[config.mk]
export PLATFORM = sky130hd
export DESIGN_NAME = boot_stream_block_checker_core
export DESIGN_NICKNAME = d
export VERILOG_FILES = /design/src/hw/rtl/bsbc_pkg.sv /design/src/hw/rtl/bsbc_walker.sv /design/src/hw/rtl/boot_stream_block_checker_core.sv
export SDC_FILE = /design/constraint.sdc
export NUM_CORES = 1
export LEC_CHECK = 0
export BUFFER_PORTS_ARGS = -buffer_cell sky130_fd_sc_hd__buf_2
export CORE_AREA = 5 5 196 245
export DETAILED_ROUTE_END_ITERATION = 8
export DIE_AREA = 0 0 201 250
export SYNTH_ARGS = -nofsm -noshare
export SYNTH_HDL_FRONTEND = slang
export SYNTH_SLANG_ARGS = --single-unit
[constraint.sdc]
create_clock -name clk -period 6.4 [get_ports clk]
set_input_delay 1.28 -clock clk [delete_from_list [all_inputs] [get_ports clk]]
set_output_delay 1.28 -clock clk [all_outputs]
set_load 0.03 [all_outputs]
[src/hw/rtl/bsbc_pkg.sv]
// Boot stream block checker: shared types and constants.
// Used by bsbc_walker and boot_stream_block_checker_core; no dependencies.
`timescale 1ns / 1ps

package bsbc_pkg;

	localparam int unsigned HEADER_BYTES  = 16;
	localparam int unsigned FINAL_BIT     = 7;
	localparam int unsigned FILL_BIT      = 0;
	localparam int unsigned PAYLOAD_ALIGN = 4;
	localparam int unsigned LEN_FIRST     = 8;
	localparam int unsigned FLAG_POS      = 1;

	localparam logic [1:0] STATUS_OK         = 2'd0;
	localparam logic [1:0] STATUS_UNALIGNED  = 2'd1;
	localparam logic [1:0] STATUS_LEN_MISMATCH = 2'd2;
	localparam logic [1:0] STATUS_NOT_FINAL  = 2'd3;

	typedef struct packed {
		logic [7:0] data_byte;
		logic       last_byte;
	} item_t;

	typedef struct packed {
		logic [32:0] block_size;
		logic [31:0] block_number;
		logic        stream_end;
		logic [1:0]  status;
	} result_t;

endpackage

[src/hw/rtl/bsbc_walker.sv]
// Block header walker: holds per-stream state, results at block and stream ends.
// Depends on bsbc_pkg.
`timescale 1ns / 1ps

module bsbc_walker (
	input  logic             clk,
	input  logic             arst_n,
	input  logic             step,
	input  bsbc_pkg::item_t  item,
	output logic             res_valid,
	output bsbc_pkg::result_t res
);

	localparam logic [4:0] HdrEnd   = 5'(bsbc_pkg::HEADER_BYTES);
	localparam logic [4:0] LastHdr  = 5'(bsbc_pkg::HEADER_BYTES - 1);
	localparam logic [4:0] FlagPos  = 5'(bsbc_pkg::FLAG_POS);
	localparam logic [2:0] LenGroup = 3'(bsbc_pkg::LEN_FIRST / 4);
	localparam logic [1:0] AlignMask = 2'(bsbc_pkg::PAYLOAD_ALIGN - 1);

	logic [4:0]  header_pos_q;
	logic        fill_mark_q;
	logic        final_mark_q;
	logic [31:0] payload_length_q;
	logic [31:0] payload_left_q;
	logic [31:0] blocks_done_q;
	logic [1:0]  error_code_q;

	logic [4:0]  pos_n;
	logic        fill_n;
	logic        final_n;
	logic [31:0] len_n;
	logic [31:0] left_n;
	logic [31:0] blocks_n;
	logic [1:0]  err_n;
	logic        ended;
	logic [32:0] size;
	logic [1:0]  status;

	always_comb begin
		pos_n    = header_pos_q;
		fill_n   = fill_mark_q;
		final_n  = final_mark_q;
		len_n    = payload_length_q;
		left_n   = payload_left_q;
		blocks_n = blocks_done_q;
		err_n    = error_code_q;
		ended    = 1'b0;
		size     = '0;
		if (error_code_q == bsbc_pkg::STATUS_OK) begin
			if (header_pos_q < HdrEnd) begin
				if (header_pos_q == '0) begin
					len_n = '0;
				end
				if (header_pos_q == FlagPos) begin
					fill_n  = item.data_byte[bsbc_pkg::FILL_BIT];
					final_n = item.data_byte[bsbc_pkg::FINAL_BIT];
				end
				if (header_pos_q[4:2] == LenGroup) begin
					unique case (header_pos_q[1:0])
						2'd0: len_n[7:0]   = len_n[7:0]   | item.data_byte;
						2'd1: len_n[15:8]  = len_n[15:8]  | item.data_byte;
						2'd2: len_n[23:16] = len_n[23:16] | item.data_byte;
						default: len_n[31:24] = len_n[31:24] | item.data_byte;
					endcase
				end
				pos_n = header_pos_q + 5'd1;
				if (header_pos_q == LastHdr) begin
					if (fill_n) begin
						len_n = '0;
					end
					if ((len_n[1:0] & AlignMask) != 2'd0) begin
						err_n = bsbc_pkg::STATUS_UNALIGNED;
					end else if (len_n == '0) begin
						ended = 1'b1;
					end else begin
						left_n = len_n;
					end
				end
			end else begin
				if (payload_left_q != '0) begin
					left_n = payload_left_q - 32'd1;
				end
				if (left_n == '0) begin
					ended = 1'b1;
				end
			end
			if (ended) begin
				blocks_n = blocks_done_q + 32'd1;
				size     = 33'(bsbc_pkg::HEADER_BYTES) + {1'b0, len_n};
				pos_n    = '0;
			end
		end

		if (err_n != bsbc_pkg::STATUS_OK) begin
			status = err_n;
		end else if (ended) begin
			status = final_n ? bsbc_pkg::STATUS_OK : bsbc_pkg::STATUS_NOT_FINAL;
		end else begin
			status = bsbc_pkg::STATUS_LEN_MISMATCH;
		end

		res_valid        = step && (ended || item.last_byte);
		res.block_size   = size;
		res.block_number = blocks_n;
		res.stream_end   = item.last_byte;
		res.status       = item.last_byte ? status : bsbc_pkg::STATUS_OK;
	end

	always_ff @(posedge clk or negedge arst_n) begin
		if (!arst_n) begin
			header_pos_q     <= '0;
			fill_mark_q      <= 1'b0;
			final_mark_q     <= 1'b0;
			payload_length_q <= '0;
			payload_left_q   <= '0;
			blocks_done_q    <= '0;
			error_code_q     <= bsbc_pkg::STATUS_OK;
		end else if (step) begin
			if (item.last_byte) begin
				header_pos_q     <= '0;
				fill_mark_q      <= 1'b0;
				final_mark_q     <= 1'b0;
				payload_length_q <= '0;
				payload_left_q   <= '0;
				blocks_done_q    <= '0;
				error_code_q     <= bsbc_pkg::STATUS_OK;
			end else begin
				header_pos_q     <= pos_n;
				fill_mark_q      <= fill_n;
				final_mark_q     <= final_n;
				payload_length_q <= len_n;
				payload_left_q   <= left_n;
				blocks_done_q    <= blocks_n;
				error_code_q     <= err_n;
			end
		end
	end

endmodule

[src/hw/rtl/boot_stream_block_checker_core.sv]
// Boot stream block checker top level: input register, walker, result register.
// Depends on bsbc_pkg and bsbc_walker.
//
//   channel  | direction | handshake                  | payload
//   item     | in        | item_valid / item_ready     | bsbc_pkg::item_t
//   result   | out       | result_valid / result_ready | bsbc_pkg::result_t
//
// One byte per cycle while results are taken; a result passes the input and result registers.
// The walker updates its state in the cycle a registered byte moves on to the result register.
// A byte waits in the input register only while a result is held and not taken.
// Reset clears the stream state; a new stream starts after each last byte.
`timescale 1ns / 1ps

module boot_stream_block_checker_core (
	input  logic              clk,
	input  logic              arst_n,
	input  logic              item_valid,
	output logic              item_ready,
	input  bsbc_pkg::item_t   item,
	output logic              result_valid,
	input  logic              result_ready,
	output bsbc_pkg::result_t result
);

	logic              valid_s1;
	bsbc_pkg::item_t   item_s1;
	logic              advance;
	logic              res_valid;
	bsbc_pkg::result_t res;
	logic              result_valid_q;
	bsbc_pkg::result_t result_q;

	assign advance    = valid_s1 && (!result_valid_q || result_ready);
	assign item_ready = !valid_s1 || advance;

	always_ff @(posedge clk or negedge arst_n) begin
		if (!arst_n) begin
			valid_s1 <= 1'b0;
		end else if (item_ready) begin
			valid_s1 <= item_valid;
		end
	end

	always_ff @(posedge clk) begin
		if (item_ready && item_valid) begin
			item_s1 <= item;
		end
	end

	bsbc_walker u_walker (
		.clk       (clk),
		.arst_n    (arst_n),
		.step      (advance),
		.item      (item_s1),
		.res_valid (res_valid),
		.res       (res)
	);

	always_ff @(posedge clk or negedge arst_n) begin
		if (!arst_n) begin
			result_valid_q <= 1'b0;
		end else if (advance) begin
			result_valid_q <= res_valid;
		end else if (result_ready) begin
			result_valid_q <= 1'b0;
		end
	end

	always_ff @(posedge clk) begin
		if (res_valid) begin
			result_q <= res;
		end
	end

	assign result_valid = result_valid_q;
	assign result       = result_q;

`ifndef SYNTHESIS
	a_status_only_at_end: assert property (@(posedge clk) disable iff (!arst_n)
		result_valid && !result.stream_end |-> result.status == bsbc_pkg::STATUS_OK)
		else $error("nonzero status on a block result");

	a_block_has_size: assert property (@(posedge clk) disable iff (!arst_n)
		result_valid && !result.stream_end |-> result.block_size != '0)
		else $error("block result with zero size");

	a_stall_only_on_held_result: assert property (@(posedge clk) disable iff (!arst_n)
		!item_ready |-> valid_s1 && result_valid && !result_ready)
		else $error("input stalled without a held result");

	a_result_holds: assert property (@(posedge clk) disable iff (!arst_n)
		result_valid && !result_ready |=> result_valid && $stable(result))
		else $error("result dropped or changed while stalled");
`endif

endmodule

==> summary.md, run 1 <==
| Metric | Value |
|---|---|
| Status | completed |
| Clock sink total | 184 |
| Setup bufs post-CTS | 0 |
| Detail Route Antenna Nets | 0 |
| Post-layout util | 0.278 |
| TritonCTS Buffers | 17 |
| Die Y | 250 µm |
| Flop2flop setup slack | 1.46 ns |
| Fin crit period | 4.94 ns |
| Fmax | 0.202 GHz |
| Syn avg cell area | 9.37 µm² |
| Initial Util | 0.245 |
| Placement Cell Area | 12100 µm² |
| Max Cap Viol | 0 |
| # resized after CTS | 0 |
| Most frequent cells in the layout | nand2_1 (117), dfrtp_1 (106), nor2_1 (95), o21ai_0 (83), buf_2 (81) |
| Clk slew on worst S/H paths | 0.08 ns |
| Number of core rows | 88 |
| Crit share post-route | 0.772 |
| Post-synth EDFFs | 77 |
| Root buf cell | clkbuf_16 |
| Fill count | 4796 |
| Slew HR | 0.302 |
| Synth Register Bits | 184 |
| CTS Buffer Depth | 2 |
| GRT Total Usage | 0.140 |
| Die footprint | 50300 µm² |
| Post-route cell area | 12700 µm² |
| Share of async-settable or async-resettable flops after synthesis | 0.582 |
| Core Box Area | 45700 µm² |
| Nets | 1246 |
| Critical Path RT | 6.54 ns |
| Final setup viols | 0 |
| Main synth FF type | dfrtp_1 |
| DRC | 0 |
| IO buf count | 82 |
| Routability cong. | 0.981 |
| First-pass GRT wire length | 56.5 mm |
| Crit end category | flip-flop |
| Ys Warns | 0 |
| DP Wirelength | 25.6 mm |
| Worst-margin pin slew | 1.05 ns |
| RSZ-0062 raised after global routing | false |
| Final Hold Fails | 0 |
| Area delta synth->final | 13.6% |
| Setup Skew | 0.0144 ns |
| Top Ports | 83 |
| Via density | 5.49 |
| Initial DRC count | 789 |
| Leakage | 0.00487 µW |
| Xor/xnor share of the synthesized area | 0.0462 |
| Crit path kind | flip-flop to flip-flop |
| Post-synthesis simple-gate area fraction | 0.233 |
| Wire per inst | 19.9 µm |
| Vias in the first global route | 9662 |
| Synth Area in Adders | 0.0101 |
| Syn nets | 1216 |
| Final Max Slew Viols | 0 |
| Die Width | 201 µm |
| PD cells | 313 nW/µm² |
| Vias | 10000 |
| WL final | 36.2 mm |
| Largest net degree at the start of global routing | 69 |
| Initial DRT Pass Iterations | 5 |
| Worst EP arrival | 5.08 ns |
| Fraction of layout cells with a size suffix above 1 | 0.146 |
| Global route total overflow | 0 |
| Final TNS setup | 0 ns |
| Syn Std Cell Area | 11200 µm² |
| Leading cell type in the layout, fill and taps excluded | nand2_1 |
| CTS tree | done |
| Sequential element share of the synthesized area | 0.446 |
| Skew-Pair Late Insertion Delay | 0.47 ns |
| Antenna violations before repair | 1 |
| Largest family of logic cells by synthesized area | simple AND/OR/NAND/NOR gates |
| Worst Setup Start Kind | flip-flop |
| Worst min-delay path class | flip-flop to flip-flop |
| Cells after Synth | 1194 |
| H-Tree Level Count | 4 |
| Footprint of the multi-input gates | 5750 µm² |
| Worst VDD drop | 0.000228 V |
| Crit Path Max Fanout | 49 |
| Fraction of the mapped netlist area in compound gates | 0.213 |
| Synth cell types | 91 |
| Post-Layout Cell Count | 1822 |
| Placed cells | 1790 |
| Antenna cells | 0 |
| Mux cell area share after synthesis | 0.00671 |
| Hold Buf Count CTS | 0 |
| Reg area | 4990 µm² |
-- area by class of cell --
| type | instances | share of cell area |
|---|---|---|
| clock inverter | 13 | 0.0105 |
| multi-input combinational | 896 | 0.453 |
| inverter | 25 | 0.00739 |
| timing repair buffer | 100 | 0.0441 |
| clock buffer | 19 | 0.0349 |
| tap | 585 | 0.0576 |
| sequential | 184 | 0.393 |
-- per-stage QoR --
| step | setup WS [ns] | total power (µW) | hold WS, ns |
|---|---|---|---|
| detailed placement | 1.52 | 2920 | 0.487 |
| global route | 1.16 | 4190 | 0.544 |
| finish | 1.46 | 3980 | 0.509 |
| CTS | 1.49 | 4000 | 0.512 |
| floorplan | 0.307 | 2540 | 0.465 |
| global placement | 1.59 | 2910 | 0.485 |
-- power by group --
part           internal (µW)  switching [µW]  leakage [µW]
registers               1370             175       0.00221
logic                    451             922       0.00238
clock network            559             506      0.000282
-- cell families (layout without fill, tap and decap cells) --
group                    Yosys count  in the layout
AO/OA/AOI/OAI                    338            338
XOR/XNOR                          59             59
adder cells (fa/ha/maj)            9              9
buffers and inverters            114            157
flip-flops                       184            184
multiplexers                       7              7
AND/OR/NAND/NOR                  483            483
-- final timing paths --
path / cells after the start / end / from
worst max register to register: 13 / result[48]$_SDFFCE_PN0P_ / u_walker.header_pos_q[0]$_DFFE_PN0P_
min in group asynchronous: 1 / u_walker.payload_left_q[30]$_DFFE_PN0P_ / arst_n
worst max-delay path: 13 / result[48]$_SDFFCE_PN0P_ / u_walker.header_pos_q[0]$_DFFE_PN0P_
worst min register to register: 1 / u_walker.final_mark_q$_DFFE_PN0P_ / u_walker.final_mark_q$_DFFE_PN0P_
worst min-delay path: 1 / u_walker.final_mark_q$_DFFE_PN0P_ / u_walker.final_mark_q$_DFFE_PN0P_
max in group asynchronous: 2 / u_walker.payload_length_q[5]$_DFFE_PN0P_ / arst_n
-- critical path, cell delays in order (launching register included) --
cell and delay [ns]:
dfrtp_1 0.46, inv_1 0.11, ha_1 0.30, or4b_1 0.52, buf_4 0.26, a22oi_2 0.26
nand4_1 0.15, nor4_2 0.32, a41oi_1 0.26, nor3_1 0.34, a31o_2 0.51, nor2_1 0.17
nor2_4 0.54, buf_12 0.33
-- synth_stat cells (22+ instances only) --
master / instances / area share
nand4_1: 25 / 0.014
o21ai_0: 83 / 0.037
nand3_1: 44 / 0.020
nor3_1: 61 / 0.027
xnor2_1: 31 / 0.024
buf_2: 22 / 0.0098
xor2_1: 28 / 0.022
nor2_1: 96 / 0.032
a22o_1: 26 / 0.020
dfrtp_1: 107 / 0.24
a21oi_1: 43 / 0.019
nand2_1: 117 / 0.039
inv_1: 25 / 0.0084
a22oi_1: 28 / 0.019
clkbuf_1: 56 / 0.019
edfxtp_1: 77 / 0.21
-- state kept, by name, summed over array words and instances, names as in the netlist --
name	cells
result	68
u_walker.blocks_done_q	32
u_walker.payload_left_q	32
u_walker.payload_length_q	32
item_s1	9
u_walker.header_pos_q	5
u_walker.error_code_q	2
result_valid	1
u_walker.fill_mark_q	1
u_walker.final_mark_q	1
valid_s1	1
-- routing by layer --
layer | track usage | up-vias | wire length, µm | part of all wire
li1 | - | 4607 | - | -
met1 | 0.176 | 4906 | 15100 | 0.42
met2 | 0.231 | 417 | 17500 | 0.48
met3 | 0.0329 | 81 | 2300 | 0.064
met4 | 0.0610 | 0 | 1320 | 0.037
met5 | 0 | - | 0 | 0
(Power assumes the default switching activity.)
==> inputs of run 2 (changes only) <==
--- a/config.mk
+++ b/config.mk
@@ -5,6 +5,7 @@
 export SDC_FILE = /design/constraint.sdc
 export NUM_CORES = 1
 export LEC_CHECK = 0
+export ABC_AREA = 1
 export BUFFER_PORTS_ARGS = -buffer_cell sky130_fd_sc_hd__buf_2
 export CORE_AREA = 5 5 196 245
 export DETAILED_ROUTE_END_ITERATION = 8
==> constraint.sdc (replaced) <==
create_clock -name clk -period 4.9 [get_ports clk]
set_input_delay 0.98 -clock clk [delete_from_list [all_inputs] [get_ports clk]]
set_output_delay 0.98 -clock clk [all_outputs]
set_load 0.03 [all_outputs]
==> run 2 against run 1 <==
  * Clock skew fell by 0.0012 ns
  * Utilization is 0.12 points higher
  * Largest cell class unchanged
  * Wire length is 2.3% higher
  * First-iteration DRC count is 23% higher
  * Critical endpoint is now result[0]$_SDFFCE_PN0P_
==> summary.md, run 2 <==
| Metric | Value |
|---|---|
| Initial Util | 0.245 |
| Clk slew on worst S/H paths | 0.07 ns |
| Hold Path End | u_walker.final_mark_q$_DFFE_PN0P_ |
| Die footprint | 50300 µm² |
| Antenna violations before repair | 0 |
| Largest net degree at the start of global routing | 76 |
| Ys Warns | 0 |
| Leading cell type in the layout, fill and taps excluded | nand2_1 |
| CTS Buffer Depth | 2 |
| Leakage | 0.00576 µW |
| Syn avg cell area | 7.34 µm² |
| Flop2flop setup slack | 0.95 ns |
| Area contributors post-synth | dfrtp_1 (24%), edfxtp_1 (21%), nand2_1 (17%) |
| DRC | 0 |
| Skew-Pair Late Insertion Delay | 0.46 ns |
| Reg-to-reg critical path endpoint | result[0]$_SDFFCE_PN0P_ |
| Setup bufs post-CTS | 0 |
| Top cells by count, synth | nand2_1 (519), inv_1 (151), nor2_1 (131) |
| DP Wirelength | 27.8 mm |
| PD cells | 325 nW/µm² |
| Net Switching | 1410 µW |
| Fin crit period | 3.95 ns |
| Syn nets | 1545 |
| Main synth FF type | dfrtp_1 |
| Gate power share | 0.233 |
| Cells after Synth | 1523 |
| Setup Skew | 0.0132 ns |
| RSZ-0062 raised after global routing | false |
| Antenna cells | 0 |
| Switching share of power | 0.340 |
| Fmax | 0.253 GHz |
| Status | completed |
| First-pass GRT wire length | 57.8 mm |
| # resized after CTS | 0 |
| Worst Setup Start Kind | flip-flop |
| CTS tree | done |
| Vias in the first global route | 10400 |
| Via density | 4.84 |
| Yosys top cell area share | 0.239 |
| H-Tree Level Count | 4 |
| R2r worst-path depth | 17 |
| Max Cap Viol | 0 |
| Final Max Slew Viols | 0 |
| Nets | 1600 |
| Worst EP arrival | 4.23 ns |
| Reg-to-Reg Start | u_walker.header_pos_q[1]$_DFFE_PN0P_ |
| Synth Register Bits | 184 |
| Synth area leader | dfrtp_1 |
| WL final | 37.0 mm |
| Synth cell types | 45 |
| Area delta synth->final | 14.0% |
| Crit end category | flip-flop |
| Hold path startpoint | u_walker.final_mark_q$_DFFE_PN0P_ |
| Global route total overflow | 0 |
| Syn Std Cell Area | 11200 µm² |
| Hold Buf Count CTS | 0 |
| GRT Total Usage | 0.144 |
| Clock sink total | 184 |
| Hold path depth | 2 |
| Worst min-delay path class | flip-flop to flip-flop |
| Flop pwr share | 0.416 |
| Die Y | 250 µm |
| Share of async-settable or async-resettable flops after synthesis | 0.582 |
| Worst VDD drop | 0.000157 V |
| Initial DRT Pass Iterations | 8 |
| Internal | 2740 µW |
| Fraction of layout cells with a size suffix above 1 | 0.103 |
| Slew HR | 0.264 |
| Die Width | 201 µm |
| Wire per inst | 17.0 µm |
| Number of core rows | 88 |
| TritonCTS Buffers | 17 |
| Root buf cell | clkbuf_16 |
| Post-synth EDFFs | 77 |
| Final Hold Fails | 0 |
| Vias | 10500 |
| Count leader, synth | nand2_1 |
| Core Box Area | 45700 µm² |
| Top Ports | 83 |
| Crit path kind | flip-flop to flip-flop |
| Final setup viols | 0 |
| Critical Path RT | 5.17 ns |
| Crit Path Max Fanout | 65 |
| Routability cong. | 0.952 |
| Hold Slack | 0.492 ns |
| Sequential element share of the synthesized area | 0.446 |
| Most frequent cells in the layout | nand2_1 (519), inv_1 (150), nor2_1 (129), nand3_1 (125), dfrtp_1 (107) |
| Clock network power share | 0.351 |
| Detail Route Antenna Nets | 0 |
| IO buf count | 82 |
| Initial DRC count | 968 |
| Number of flip-flops in the largest register | 68 |
| Crit share post-route | 0.806 |
| Worst-margin pin slew | 1.10 ns |
| Final TNS setup | 0 ns |
==> run 2: changes by cell type after synthesis, moves of 18 or more <==
cell,before,now
a22o_1,26,0
a22oi_1,28,0
nor3_1,61,31
nand3_1,44,125
nand2_1,117,519
clkbuf_1,56,30
inv_1,25,151
xnor2_1,31,1
o31ai_1,10,28
nor2_1,96,131
==> run 2: through the flow <==
step	worst slack [ns]	cell area, µm²	total power, µW	utilization	std cells
global route	0.613	12800	4350	0.279	2176
finish	0.949	12800	4150	0.279	2176
CTS	0.914	12800	4180	0.279	2176
detailed placement	0.982	12100	2710	0.266	2144
global placement	0.961	12100	2730	0.266	2144
floorplan	0.787	11200	2440	-	1523
==> run 2: per-layer routing <==
metal | vias to the layer above | part of all wire | track usage
li1 | 5149 | - | -
met1 | 5005 | 0.40 | 0.168
met2 | 327 | 0.53 | 0.267
met3 | 57 | 0.046 | 0.0209
met4 | 0 | 0.029 | 0.0510
met5 | - | 0 | 0
==> run 2: final cells by class <==
class | instances | area, µm²
Fill cell | 4925 | 32900
Timing Repair Buffer | 94 | 515
Multi-Input combinational cell | 1121 | 5310
Clock buffer | 19 | 443
Sequential cell | 184 | 4990
Tap cell | 585 | 732
Inverter | 160 | 601
Clock inverter | 13 | 168
==> run 2: worst max-delay path, cell delays in order, from the launching register on <==
cell and delay, ns:
dfrtp_1 0.43, inv_1 0.12, ha_1 0.28, nand3_2 0.15, o21ai_2 0.18, inv_2 0.22, nand2_1 0.31, nand2_1 0.16
nor2_1 0.13, nand2_1 0.06, nor3_1 0.23, nand3_1 0.14, nand2_2 0.11, buf_4 0.51, nand2_1 0.15, clkinv_1 0.22
nand2_1 0.11, a21oi_1 0.21
==> run 2: worst max-delay path by stage <==
| stage | slack, ns | endpoint | startpoint |
|---|---|---|---|
| floorplan | 0.79 | result[0]$_SDFFCE_PN0P_ | u_walker.payload_left_q[0]$_DFFE_PN0P_ |
| CTS | 0.91 | result[0]$_SDFFCE_PN0P_ | u_walker.payload_left_q[0]$_DFFE_PN0P_ |
| global route | 0.61 | result[0]$_SDFFCE_PN0P_ | u_walker.payload_left_q[0]$_DFFE_PN0P_ |
| finish | 0.95 | result[0]$_SDFFCE_PN0P_ | u_walker.header_pos_q[1]$_DFFE_PN0P_ |
| global placement | 0.96 | result[0]$_SDFFCE_PN0P_ | u_walker.header_pos_q[1]$_DFFE_PN0P_ |
| detailed placement | 0.98 | result[0]$_SDFFCE_PN0P_ | u_walker.header_pos_q[1]$_DFFE_PN0P_ |
==> run 2: cell families after synthesis <==
logic type	synth area share
AO/OA/AOI/OAI	0.106
AND/OR/NAND/NOR	0.346
XOR/XNOR	0.0102
adder cells (fa/ha/maj)	0.0101
buffers and inverters	0.0810
multiplexers	0.000895
flip-flops	0.446
==> run 2: power groups by stage <==
stage / Combinational, µW / Clock [µW] / Sequential [µW]
floorplan: 622 / 0 / 1820
CTS: 960 / 1490 / 1730
detailed placement: 956 / 0 / 1760
global placement: 971 / 0 / 1760
finish: 964 / 1460 / 1730
global route: 1060 / 1550 / 1730
==> inputs of run 3 (changes only) <==
--- a/config.mk
+++ b/config.mk
@@ -5,7 +5,7 @@
 export SDC_FILE = /design/constraint.sdc
 export NUM_CORES = 1
 export LEC_CHECK = 0
-export ABC_AREA = 1
+export ABC_AREA = 0
 export BUFFER_PORTS_ARGS = -buffer_cell sky130_fd_sc_hd__buf_2
 export CORE_AREA = 5 5 196 245
 export DETAILED_ROUTE_END_ITERATION = 8
==> constraint.sdc (replaced) <==
create_clock -name clk -period 3.8 [get_ports clk]
set_input_delay 0.76 -clock clk [delete_from_list [all_inputs] [get_ports clk]]
set_output_delay 0.76 -clock clk [all_outputs]
set_load 0.03 [all_outputs]
==> run 3 against run 2 <==
  * First-iteration DRC count down 2.6%
  * Die area unchanged
  * Combinational power grew to 3.1 times the previous value
  * Flip-flop and latch count did not move
  * Cell count shrank 12%
  * Clock power rose by 29%
  * Via count fell by 1.2%
  * Final area up 6.7%
==> summary.md, run 3 (synthesis results as in run 1) <==
| Metric | Value |
|---|---|
| Die Y | 250 µm |
| Antenna violations before repair | 1 |
| Routability cong. | 0.935 |
| Final worst setup slack | 0.165 ns |
| Placement Cell Area | 12900 µm² |
| Gate power share | 0.400 |
| Top Ports | 83 |
| Skew-Pair Late Insertion Delay | 0.47 ns |
| Critical Path RT | 4.15 ns |
| Die footprint | 50300 µm² |
| DRC | 0 |
| Busiest grt layer | met2 |
| Setup Slack @ Placement | -0.103 ns |
| Nets | 1333 |
| Met1 Usage GRT | 0.179 |
| WL final | 37.6 mm |
| CTS Buffer Depth | 2 |
| TritonCTS Buffers | 17 |
| Crit share post-route | 0.957 |
| Fmax | 0.275 GHz |
| Hold Buf Count CTS | 0 |
| Setup Skew | 0.0190 ns |
| Worst Setup Start Kind | flip-flop |
| Slew HR | 0.467 |
| IO buf count | 82 |
| Area delta synth->final | 21.6% |
| H-Tree Level Count | 4 |
| Initial DRC count | 943 |
| DP Wirelength | 27.6 mm |
| Fraction of layout cells with a size suffix above 1 | 0.215 |
| Number of flip-flops in the largest register | 68 |
| Number of core rows | 88 |
| M2 GR Usage | 0.252 |
| Clk slew on worst S/H paths | 0.07 ns |
| Vias in the first global route | 10100 |
| Final Hold Fails | 0 |
| Fin crit period | 3.64 ns |
| Wire per inst | 19.7 µm |
| Post-route cell area | 13600 µm² |
| Leakage | 0.00537 µW |
| Max Cap Viol | 0 |
| Worst-margin pin slew | 0.792 ns |
| Vias | 10400 |
| Clock sink total | 184 |
| RSZ-0062 raised after global routing | false |
| Crit end category | flip-flop |
| Final setup viols | 0 |
| Largest net degree at the start of global routing | 59 |
| Internal | 4470 µW |
| Antenna cells | 0 |
| Global route total overflow | 0 |
| Most frequent cells in the layout | nand2_1 (117), dfrtp_1 (105), buf_4 (97), nor2_1 (92), o21ai_0 (82) |
| CTS tree | done |
| Clock network power share | 0.256 |
| Detail Route Antenna Nets | 0 |
| Worst VDD drop | 0.000407 V |
| Worst EP arrival | 3.99 ns |
| Initial DRT Pass Iterations | 7 |
| Met3 GRT Util | 0.0307 |
| PD cells | 545 nW/µm² |
| Final Max Slew Viols | 0 |
| Die Width | 201 µm |
| Flop pwr share | 0.345 |
| Post-layout util | 0.298 |
| Hold Slack | 0.229 ns |
| Crit path kind | flip-flop to flip-flop |
| Via density | 5.46 |
| Net Switching | 2950 µW |
| Switching share of power | 0.398 |
| Core Box Area | 45700 µm² |
| Initial Util | 0.245 |
| Status | completed |
| Worst min-delay path class | input pin to async pin |
| First-pass GRT wire length | 59.0 mm |
| GRT Total Usage | 0.146 |
| Leading cell type in the layout, fill and taps excluded | nand2_1 |
| Root buf cell | clkbuf_16 |
| Crit Path Max Fanout | 11 |
==> run 3: cell types whose count changed in the layout (fill, tap and decap cells not counted), sizes merged, moves of 17 or more <==
cell / previous run / this run
a21oi: 28 / 46
nand2: 525 / 118
nor2: 146 / 96
o31ai: 30 / 10
nor3: 33 / 66
nand3: 126 / 44
buf: 94 / 187
nor4: 7 / 29
xnor2: 1 / 31
a22oi: 0 / 29
a22o: 0 / 26
or3: 0 / 17
inv: 159 / 31
==> run 3: cell type report <==
class	instances	area (µm²)
Fill cell	4701	32100
Multi-Input combinational cell	896	5870
Sequential cell	184	4990
Timing Repair Buffer	187	1310
Tap cell	585	732
Clock buffer	18	429
Clock inverter	14	185
Inverter	25	93.8
==> run 3: timing repair <==
| item | CTS | global route |
|---|---|---|
| resized for setup | 4 | 11 |
| setup endpoints to repair | 88 | 108 |
| buffers inserted | 1 | 3 |
| hold endpoints to repair | 0 | 0 |
| pin swaps | 0 | 5 |
==> run 3: worst max-delay path, stage by stage, from the launching register on <==
cell and delay, ns:
dfrtp_1 0.45, inv_1 0.10, ha_2 0.22, nor3b_4 0.39, and4_4 0.37, o211ai_1 0.13, o21a_1 0.25, a2111o_1 0.38
nor3_4 0.29, a21oi_4 0.16, buf_12 0.17, o311a_1 0.35, a221o_1 0.26
==> run 3: power by group through the flow <==
stage,logic [µW],clock network [µW],registers (µW)
3_5_place_dp,2780,0,2590
4_1_cts,2840,1950,2550
6_report,2960,1890,2560
2_1_floorplan,1730,0,2600
3_3_place_gp,2780,0,2580
5_1_grt,3190,2030,2590
==> run 3: worst paths after layout <==
path | from | to | cells past startpoint | slack, ns
min in group clk | item[0] | item_s1[0]$_DFFE_PP_ | 1 | 0.47
worst max register to register | u_walker.payload_left_q[1]$_DFFE_PN0P_ | u_walker.blocks_done_q[27]$_DFFE_PN0P_ | 12 | 0.16
worst min-delay path | arst_n | u_walker.payload_length_q[19]$_DFFE_PN0P_ | 1 | 0.23
max in group asynchronous | arst_n | u_walker.payload_left_q[3]$_DFFE_PN0P_ | 2 | 2.81
worst min register to register | u_walker.final_mark_q$_DFFE_PN0P_ | u_walker.final_mark_q$_DFFE_PN0P_ | 1 | 0.51
worst max-delay path | u_walker.payload_left_q[1]$_DFFE_PN0P_ | u_walker.blocks_done_q[27]$_DFFE_PN0P_ | 12 | 0.16
==> run 3: metrics by stage <==
| step | power [µW] | instances | TNS, ns |
|---|---|---|---|
| global placement | 5360 | 1873 | -4.16 |
| detailed placement | 5370 | 1873 | -5.14 |
| finish | 7410 | 1909 | 0 |
| floorplan | 4330 | 1194 | -13.49 |
| CTS | 7340 | 1906 | 0 |
| global route | 7800 | 1909 | 0 |
==> run 3: metal layers <==
layer | vias up | part of all wire | wire, µm
met3 | 73 | 0.060 | 2260
li1 | 4779 | - | -
met2 | 433 | 0.49 | 18500
met1 | 5131 | 0.41 | 15500
met4 | 0 | 0.033 | 1230
met5 | - | 0 | 0
